File: config.mk
export PLATFORM = sky130hd
export DESIGN_NAME = led_blink_pulse_fade_effects
export DESIGN_NICKNAME = d
export VERILOG_FILES = /design/src/hw/rtl/lbpf_pkg.sv /design/src/hw/rtl/lbpf_ram.sv /design/src/hw/rtl/lbpf_update.sv /design/src/hw/rtl/lbpf_scale.sv /design/src/hw/rtl/led_blink_pulse_fade_effects.sv
export SDC_FILE = /design/constraint.sdc
export NUM_CORES = 1
export LEC_CHECK = 0
export ABC_AREA = 0
export ABC_CLOCK_PERIOD_IN_PS = 21900
export BUFFER_PORTS_ARGS = -buffer_cell sky130_fd_sc_hd__buf_4
export CAP_MARGIN = 10
export CORE_ASPECT_RATIO = 1.1
export CORE_UTILIZATION = 50
export CTS_CLUSTER_DIAMETER = 40
export CTS_CLUSTER_SIZE = 14
export DETAILED_ROUTE_END_ITERATION = 10
export HOLD_SLACK_MARGIN = 0.15
export PLACE_DENSITY = 0.67
export SYNTH_ARGS = -nofsm -noshare
export SYNTH_HDL_FRONTEND = slang
export SYNTH_SLANG_ARGS = --single-unit
File: constraint.sdc
create_clock -name clk -period 21.9 [get_ports clk]
set_input_delay 4.38 -clock clk [delete_from_list [all_inputs] [get_ports clk]]
set_output_delay 4.38 -clock clk [all_outputs]
set_load 0.02 [all_outputs]
File: src/hw/rtl/lbpf_pkg.sv
package lbpf_pkg;

  // Input commands
  localparam logic [1:0] CMD_TICK    = 2'd0;
  localparam logic [1:0] CMD_SET     = 2'd1;
  localparam logic [1:0] CMD_ALL_OFF = 2'd2;

  // Configuration register indexes
  localparam logic [2:0] REG_BLINK_SLOW  = 3'd0;
  localparam logic [2:0] REG_BLINK_MED   = 3'd1;
  localparam logic [2:0] REG_BLINK_FAST  = 3'd2;
  localparam logic [2:0] REG_PULSE_INTVL = 3'd3;
  localparam logic [2:0] REG_FADE_INTVL  = 3'd4;
  localparam logic [2:0] REG_BRIGHT_STEP = 3'd5;
  localparam logic [2:0] REG_PULSE_FLOOR = 3'd6;

  // Brightness levels
  localparam logic [7:0] LEVEL_FULL       = 8'd255;
  localparam logic [7:0] LEVEL_PULSE_INIT = 8'd128;
  localparam logic [7:0] LEVEL_FADE_INIT  = 8'd0;

  localparam logic [15:0] ELAPSED_MAX = 16'hFFFF;

  typedef enum logic [2:0] {
    FX_SOLID  = 3'd0,
    FX_SLOW   = 3'd1,
    FX_MEDIUM = 3'd2,
    FX_FAST   = 3'd3,
    FX_PULSE  = 3'd4,
    FX_FADE   = 3'd5
  } fx_t;

  // Per-LED state as held in the state memory
  typedef struct packed {
    logic [23:0] target_grb;
    fx_t         effect_mode;
    logic [15:0] elapsed_ms;
    logic        blink_lit;
    logic [7:0]  level;
    logic        rising;
  } entry_t;

  localparam int ENTRY_W = $bits(entry_t);

  localparam entry_t ENTRY_RESET = '{
    target_grb:  24'd0,
    effect_mode: FX_SOLID,
    elapsed_ms:  16'd0,
    blink_lit:   1'b0,
    level:       LEVEL_FULL,
    rising:      1'b1
  };

  // Configuration registers
  typedef struct packed {
    logic [15:0] blink_slow_ms;
    logic [15:0] blink_medium_ms;
    logic [15:0] blink_fast_ms;
    logic [15:0] pulse_interval_ms;
    logic [15:0] fade_interval_ms;
    logic [6:0]  brightness_step;
    logic [7:0]  pulse_floor;
  } cfg_t;

  localparam cfg_t CFG_RESET = '{
    blink_slow_ms:     16'd1000,
    blink_medium_ms:   16'd500,
    blink_fast_ms:     16'd100,
    pulse_interval_ms: 16'd20,
    fade_interval_ms:  16'd10,
    brightness_step:   7'd5,
    pulse_floor:       8'd32
  };

endpackage

File: src/hw/rtl/lbpf_ram.sv
module lbpf_ram #(
  parameter int WIDTH = 8,
  parameter int DEPTH = 4
) (
  input  logic                     clk,
  input  logic                     we,
  input  logic [$clog2(DEPTH)-1:0] waddr,
  input  logic [WIDTH-1:0]         wdata,
  input  logic [$clog2(DEPTH)-1:0] raddr,
  output logic [WIDTH-1:0]         rdata
);

  logic [WIDTH-1:0] mem [DEPTH];

  // One write port, one registered read port
  always_ff @(posedge clk) begin
    if (we) begin
      mem[waddr] <= wdata;
    end
    rdata <= mem[raddr];
  end

endmodule

File: src/hw/rtl/lbpf_update.sv
module lbpf_update (
  input  lbpf_pkg::entry_t cur,
  input  lbpf_pkg::cfg_t   cfg,
  output lbpf_pkg::entry_t nxt,
  output logic [23:0]      show_grb,
  output logic [7:0]       show_level
);

  import lbpf_pkg::*;

  logic [15:0]       elapsed_inc;
  logic [15:0]       period;
  logic              step_due;
  logic signed [9:0] pulse_nv;
  logic [8:0]        fade_sum;

  // Saturating elapsed time
  assign elapsed_inc = (cur.elapsed_ms != ELAPSED_MAX) ? cur.elapsed_ms + 16'd1
                                                       : cur.elapsed_ms;

  // Step period for the current effect
  always_comb begin
    case (cur.effect_mode)
      FX_SLOW:   period = cfg.blink_slow_ms;
      FX_MEDIUM: period = cfg.blink_medium_ms;
      FX_FAST:   period = cfg.blink_fast_ms;
      FX_PULSE:  period = cfg.pulse_interval_ms;
      default:   period = cfg.fade_interval_ms;
    endcase
  end

  assign step_due = (elapsed_inc >= period);

  // Pulse and fade candidate levels
  assign pulse_nv = cur.rising
    ? $signed({2'b00, cur.level}) + $signed({3'b000, cfg.brightness_step})
    : $signed({2'b00, cur.level}) - $signed({3'b000, cfg.brightness_step});
  assign fade_sum = {1'b0, cur.level} + {2'b00, cfg.brightness_step};

  // Effect step
  always_comb begin
    nxt = cur;
    nxt.elapsed_ms = elapsed_inc;
    if (cur.effect_mode != FX_SOLID && step_due) begin
      nxt.elapsed_ms = 16'd0;
      case (cur.effect_mode)
        FX_PULSE: begin
          if (pulse_nv >= $signed({2'b00, LEVEL_FULL})) begin
            nxt.level  = LEVEL_FULL;
            nxt.rising = 1'b0;
          end else if (pulse_nv <= $signed({2'b00, cfg.pulse_floor})) begin
            nxt.level  = cfg.pulse_floor;
            nxt.rising = 1'b1;
          end else begin
            nxt.level = pulse_nv[7:0];
          end
        end
        FX_FADE: begin
          if (cur.level != LEVEL_FULL) begin
            nxt.level = (fade_sum > {1'b0, LEVEL_FULL}) ? LEVEL_FULL : fade_sum[7:0];
          end
        end
        default: begin
          nxt.blink_lit = ~cur.blink_lit;
        end
      endcase
    end
  end

  // Color and brightness to display
  always_comb begin
    case (cur.effect_mode)
      FX_SOLID: begin
        show_grb   = cur.target_grb;
        show_level = LEVEL_FULL;
      end
      FX_PULSE, FX_FADE: begin
        show_grb   = cur.target_grb;
        show_level = nxt.level;
      end
      default: begin
        show_grb   = nxt.blink_lit ? cur.target_grb : 24'd0;
        show_level = LEVEL_FULL;
      end
    endcase
  end

endmodule

File: src/hw/rtl/lbpf_scale.sv
module lbpf_scale (
  input  logic        clk,
  input  logic        load,
  input  logic [23:0] grb,
  input  logic [7:0]  level,
  output logic [23:0] result
);

  import lbpf_pkg::*;

  logic [15:0] prod_g;
  logic [15:0] prod_r;
  logic [15:0] prod_b;
  logic [23:0] raw_grb;
  logic        bypass;

  // floor(x / 255) for x up to 255*254, by reciprocal add
  function automatic logic [7:0] div255(input logic [15:0] x);
    logic [16:0] t;
    t = {1'b0, x} + {9'd0, x[15:8]} + 17'd1;
    return t[15:8];
  endfunction

  // Product stage
  always_ff @(posedge clk) begin
    if (load) begin
      prod_g  <= 16'(grb[23:16] * level);
      prod_r  <= 16'(grb[15:8] * level);
      prod_b  <= 16'(grb[7:0] * level);
      raw_grb <= grb;
      bypass  <= (level == LEVEL_FULL);
    end
  end

  assign result = bypass ? raw_grb : {div255(prod_g), div255(prod_r), div255(prod_b)};

endmodule

File: src/hw/rtl/led_blink_pulse_fade_effects.sv
// Per-LED effect engine for GRB pixels. Each LED's color, effect, elapsed
// time, blink phase and brightness level live in one state memory with a
// registered read. A set command (command 1) writes one LED's entry in the
// cycle it is accepted; an index at or above LED_COUNT is dropped. An all-off
// command (command 2) returns every LED to solid black. A tick (command 0)
// walks the LEDs in index order: read, update and write back, multiply, then
// present the scaled color, through the states READ, UPD, SCALE and EMIT. An
// output stall holds the LED in EMIT, and a tick holds the input closed until
// its last LED has gone out. The engine handles one LED at a time through the
// single memory port pair and the one output register. The next command is
// taken in the cycle after the pixel flagged last_pixel has transferred.
// Configuration writes are taken at any time and must only be issued while
// the engine is idle. No clearing pass runs after reset.
module led_blink_pulse_fade_effects #(
  parameter int LED_COUNT = 4
) (
  input  logic        clk,
  input  logic        rst,
  input  logic        cfg_we,
  input  logic [2:0]  cfg_addr,
  input  logic [15:0] cfg_wdata,
  input  logic        in_valid,
  output logic        in_ready,
  input  logic [1:0]  command,
  input  logic [7:0]  led_sel,
  input  logic [23:0] grb_value,
  input  logic [2:0]  effect_code,
  output logic        out_valid,
  input  logic        out_ready,
  output logic [5:0]  pixel_index,
  output logic [23:0] pixel_grb,
  output logic        last_pixel
);

  import lbpf_pkg::*;

  localparam int IDX_W = $clog2(LED_COUNT);

  typedef enum logic [4:0] {
    ST_IDLE  = 5'b00001,
    ST_READ  = 5'b00010,
    ST_UPD   = 5'b00100,
    ST_SCALE = 5'b01000,
    ST_EMIT  = 5'b10000
  } state_t;

  state_t               state;
  logic [IDX_W-1:0]     led;
  logic                 led_last;
  logic [LED_COUNT-1:0] vld;
  cfg_t                 cfg;

  logic                 in_xfer;
  logic                 set_hit;
  fx_t                  set_fx;
  entry_t               set_entry;

  logic                 ram_we;
  logic [IDX_W-1:0]     ram_waddr;
  logic [ENTRY_W-1:0]   ram_wdata;
  logic [ENTRY_W-1:0]   ram_rdata;
  entry_t               cur;
  entry_t               upd_nxt;
  logic [23:0]          show_grb;
  logic [7:0]           show_level;
  logic [23:0]          scaled_grb;

  // Configuration registers
  always_ff @(posedge clk) begin
    if (rst) begin
      cfg <= CFG_RESET;
    end else if (cfg_we) begin
      case (cfg_addr)
        REG_BLINK_SLOW:  cfg.blink_slow_ms     <= cfg_wdata;
        REG_BLINK_MED:   cfg.blink_medium_ms   <= cfg_wdata;
        REG_BLINK_FAST:  cfg.blink_fast_ms     <= cfg_wdata;
        REG_PULSE_INTVL: cfg.pulse_interval_ms <= cfg_wdata;
        REG_FADE_INTVL:  cfg.fade_interval_ms  <= cfg_wdata;
        REG_BRIGHT_STEP: cfg.brightness_step   <= cfg_wdata[6:0];
        REG_PULSE_FLOOR: cfg.pulse_floor       <= cfg_wdata[7:0];
        default: ;
      endcase
    end
  end

  assign in_ready = (state == ST_IDLE);
  assign in_xfer  = in_valid && in_ready;
  assign led_last = (led == IDX_W'(LED_COUNT - 1));

  // Entry written by a set command
  assign set_hit = in_xfer && (command == CMD_SET) && (led_sel < 8'(LED_COUNT));
  assign set_fx  = (effect_code > FX_FADE) ? FX_SOLID : fx_t'(effect_code);

  always_comb begin
    set_entry             = ENTRY_RESET;
    set_entry.target_grb  = grb_value;
    set_entry.effect_mode = set_fx;
    case (set_fx)
      FX_PULSE: set_entry.level = LEVEL_PULSE_INIT;
      FX_FADE:  set_entry.level = LEVEL_FADE_INIT;
      default:  set_entry.level = LEVEL_FULL;
    endcase
  end

  // State memory access
  assign ram_we    = set_hit || (state == ST_UPD);
  assign ram_waddr = (state == ST_UPD) ? led : led_sel[IDX_W-1:0];
  assign ram_wdata = (state == ST_UPD) ? upd_nxt : set_entry;

  lbpf_ram #(
    .WIDTH(ENTRY_W),
    .DEPTH(LED_COUNT)
  ) u_state_ram (
    .clk  (clk),
    .we   (ram_we),
    .waddr(ram_waddr),
    .wdata(ram_wdata),
    .raddr(led),
    .rdata(ram_rdata)
  );

  // An entry never written since reset or all-off reads as the reset entry
  assign cur = vld[led] ? entry_t'(ram_rdata) : ENTRY_RESET;

  always_ff @(posedge clk) begin
    if (rst) begin
      vld <= '0;
    end else if (in_xfer && command == CMD_ALL_OFF) begin
      vld <= '0;
    end else if (set_hit) begin
      vld[led_sel[IDX_W-1:0]] <= 1'b1;
    end else if (state == ST_UPD) begin
      vld[led] <= 1'b1;
    end
  end

  lbpf_update u_update (
    .cur       (cur),
    .cfg       (cfg),
    .nxt       (upd_nxt),
    .show_grb  (show_grb),
    .show_level(show_level)
  );

  lbpf_scale u_scale (
    .clk   (clk),
    .load  (state == ST_UPD),
    .grb   (show_grb),
    .level (show_level),
    .result(scaled_grb)
  );

  // Tick sequencer
  always_ff @(posedge clk) begin
    if (rst) begin
      state     <= ST_IDLE;
      led       <= '0;
      out_valid <= 1'b0;
    end else begin
      case (state)
        ST_IDLE: begin
          if (in_xfer && command == CMD_TICK) begin
            led   <= '0;
            state <= ST_READ;
          end
        end
        ST_READ:  state <= ST_UPD;
        ST_UPD:   state <= ST_SCALE;
        ST_SCALE: begin
          out_valid <= 1'b1;
          state     <= ST_EMIT;
        end
        ST_EMIT: begin
          if (out_ready) begin
            out_valid <= 1'b0;
            if (led_last) begin
              state <= ST_IDLE;
            end else begin
              led   <= led + IDX_W'(1);
              state <= ST_READ;
            end
          end
        end
        default: state <= ST_IDLE;
      endcase
    end
  end

  // Output register
  always_ff @(posedge clk) begin
    if (state == ST_SCALE) begin
      pixel_index <= 6'(led);
      pixel_grb   <= scaled_grb;
      last_pixel  <= led_last;
    end
  end

  // No new command while a pixel is pending
  a_no_accept_while_out: assert property (@(posedge clk) disable iff (rst)
    out_valid |-> !in_ready)
    else $error("input ready while a pixel is pending");

  // Final pixel transfer ends the tick
  a_last_ends_tick: assert property (@(posedge clk) disable iff (rst)
    (out_valid && out_ready && last_pixel) |=> in_ready)
    else $error("engine busy after final pixel");

  // Emitted index stays within the LED count
  a_index_range: assert property (@(posedge clk) disable iff (rst)
    out_valid |-> (pixel_index < 6'(LED_COUNT - 1) || pixel_index == 6'(LED_COUNT - 1)))
    else $error("pixel index out of range");

  // last_pixel only on the highest LED
  a_last_index: assert property (@(posedge clk) disable iff (rst)
    (out_valid && last_pixel) |-> pixel_index == 6'(LED_COUNT - 1))
    else $error("last_pixel on wrong LED");

endmodule
==> results.py <==
metrics = {
    "floorplanning": {
        "initial_core_util_pct": 50.8,
        "core-area_sq_um": 51500,
        "die_w_um": 220,
        "dieArea_sq_um": 53200,
        "row_count": 87,
        "io-pin-count": 94,
        "chipHeight_um": 242,
    },
    "logic_synthesis": {
        "syn_area_sq_um": 26200,
        "synth_cells": 2407,
        "synthDistinctLibCells": 77,
        "ys_warn_count": 0,
        "ys_ff_latch": 472,
        "synthFlopType": "edfxtp_1",
        "avgSynthCellArea_sq_um": 10.9,
        "synth_edf_count": 312,
        "async_reset_ff_share_pct": 0,
        "ys_seq_area_share_pct": 48.1,
    },
    "global_routing": {
        "grt_max_degree": 83,
        "grt_pass1_vias": 18471,
        "antenna_found_initial": 0,
        "grt_pass1_wl_um": 96400,
        "grt-ovfl-total": 0,
        "grt_use_total_pct": 23.1,
    },
    "drt": {
        "remaining_drc_errors": 16,
        "first_iter_violations": 1212,
        "viasPerCell": 5.58,
        "drt-total-wl_um": 60200,
        "routedWlPerCell_um": 18.8,
        "ant_nets": 0,
        "vias": 17912,
        "drtPass1Iterations": 9,
    },
    "run": {
        "maxCapViolations": 0,
    },
    "layout": {
        "post-route-util_pct": 57.4,
        "drive_gt1_share_pct": 12.8,
        "layout_commonest_cell": "nand2_1",
        "fin_nets": 2834,
        "area_growth_pct": 13.0,
        "insertedDiodeCount": 0,
        "layout_common_cells": "nand2_1 (338), edfxtp_1 (312), nor2_1 (239)",
    },
    "clocking": {
        "ctsHoldBuffers": 0,
        "cts_resized": 0,
        "clock-sinks": 472,
        "cts_setup_buffers": 0,
        "ctsLongestPathBuffers": 3,
        "numCtsBuffers": 60,
        "h-tree-depth": 2,
        "clk_latency_ps": 630,
        "clkTransAtPathRegs_ps": 60,
        "cts_tree": "yes",
        "cts_root_buffer": "clkbuf_16",
    },
    "placement": {
        "place_ws_ps": 10080,
        "gp_congestion": 0.900,
        "io_buffers": 89,
        "hpwl_um": 41400,
    },
    "sta": {
        "whs_ps": 453,
        "fmax_ghz": 0.0837,
        "worst_pin_slew_ps": 1120,
        "rsz0062_at_grt": "no",
        "finalMaxSlewViolations": 0,
        "finalHoldViolCount": 0,
        "finalSetupViolations": 0,
        "tns_ps": 0,
        "fin_worst_skew_ps": 31.7,
        "relSlewSlack_pct": 25.3,
        "final.setup.worst_slack_ps": 9950,
        "period_needed_ps": 11950,
        "min_period_over_period_pct": 54.6,
    },
    "worst_setup_path": {
        "rr_worst_depth": 40,
        "required_ps": 22250,
        "cp_max_fo": 75,
        "endpoint_kind": "flop",
        "cp.arrival_ps": 12300,
        "criticalPathCategory": "reg -> reg",
        "slowest_stage": "buf_4",
        "slowest_delay_ps": 740,
        "start_kind": "flop",
    },
    "outcome": {
        "status": "finished with violations",
        "violations": "design-rule violations",
    },
    "pwr": {
        "power.density_nw_per_um2": 67.9,
        "ir_worst_vdd_mv": 0.0672,
        "p_total_mw": 2.01,
        "p_leak_nw": 12.1,
    },
    "hold_path": {
        "hold_depth": 2,
        "hold_path_class": "reg -> reg",
    },
}
-- synthesized netlist by cell type (15+ instances only) --
cell type | number | area, sq um
a21oi_1 | 140 | 701
a22oi_1 | 21 | 158
and3_1 | 17 | 106
clkbuf_1 | 64 | 240
dfxtp_1 | 160 | 3200
edfxtp_1 | 312 | 9370
fa_1 | 110 | 2200
ha_1 | 174 | 2180
inv_1 | 219 | 822
mux2_2 | 15 | 169
mux4_2 | 54 | 1220
nand2_1 | 338 | 1270
nand2b_1 | 41 | 257
nand3_1 | 74 | 370
nor2_1 | 239 | 897
nor2b_1 | 20 | 125
nor3_1 | 38 | 190
o21a_1 | 20 | 150
o21ai_0 | 88 | 440
xnor2_1 | 46 | 403
xor2_1 | 33 | 289
-- sequential cells by signal (all words and copies together), names as in the netlist --
| name | cells |
|---|---|
| out_valid | 1 |
| led | 2 |
| u_scale.prod_b | 16 |
| cfg | 95 |
| state | 5 |
| u_scale.prod_r | 16 |
| u_scale.bypass | 1 |
| u_scale.raw_grb | 24 |
| pixel_grb | 24 |
| last_pixel | 1 |
| u_scale.prod_g | 16 |
| pixel_index | 2 |
| u_state_ram.rdata | 53 |
| vld | 4 |
| u_state_ram.mem | 212 |
-- where the power goes --
part,internal [mW],total [mW],switching [mW],leakage (nW)
Sequential,0.948,0.952,0.00380,4.05
Combinational,0.0268,0.0695,0.0427,7.08
Clock,0.568,0.987,0.420,0.975
-- critical path: cells and delay by family (launching register included) --
kind / cells / cell delay, ps
adders and majority gates: 7 / 2800
AOI/OAI and AO/OA: 9 / 2100
xor gates and xnor gates: 3 / 490
DFF: 1 / 310
and+or+nand+nor: 14 / 3750
buffers and inverters: 6 / 1820
muxes: 1 / 350
-- layer usage --
layer	routed length [um]	track usage, %	part of all wire, %
met4	2200	9.92	3.6
met2	30200	39.5	50
met5	0	0	0
met3	2960	2.77	4.9
met1	24900	29.2	41
-- worst paths after layout --
| kind | to | slack, ps | start |
|---|---|---|---|
| setup / recovery | u_scale.prod_g[15]$_DFFE_PP_ | 9950 | led[1]$_SDFFE_PP0P_ |
| hold reg to reg | cfg[48]$_SDFFE_PP0P_ | 450 | cfg[48]$_SDFFE_PP0P_ |
| hold / removal | cfg[48]$_SDFFE_PP0P_ | 450 | cfg[48]$_SDFFE_PP0P_ |
| setup reg to reg | u_scale.prod_g[15]$_DFFE_PP_ | 9950 | led[1]$_SDFFE_PP0P_ |
-- metrics by stage --
step | instance area, sq um | instances
after floorplan | 26200 | 2410
after global placement | 27500 | 3094
after detailed placement | 27500 | 3094
after CTS | 29600 | 3208
after global routing | 29600 | 3208
final | 29600 | 3208
-- logic make-up (layout without fill, tap and decap cells) --
kind of cell             count (synthesis)  count (layout)  synth area share (%)
XOR/XNOR                                79              79                  2.64
adder cells (fa/ha/maj)                284             284                  16.7
AO/OA/AOI/OAI                          356             356                  8.25
flip-flops                             472             472                  48.1
AND/OR/NAND/NOR                        820             820                  13.9
buffers and inverters                  320             451                  4.84
multiplexers                            75              75                  5.52
other                                    1               4                0.0143
-- area by class of cell --
class	instances	area (sq um)
flip-flops and latches	472	12600
repair buffers	117	878
fillers	4284	21900
clock buffers	66	1560
inverters	220	827
clock inverters	48	517
well taps	667	835
multi-input cells	1618	12400
Note: power is estimated with default switching activity, not from simulation.
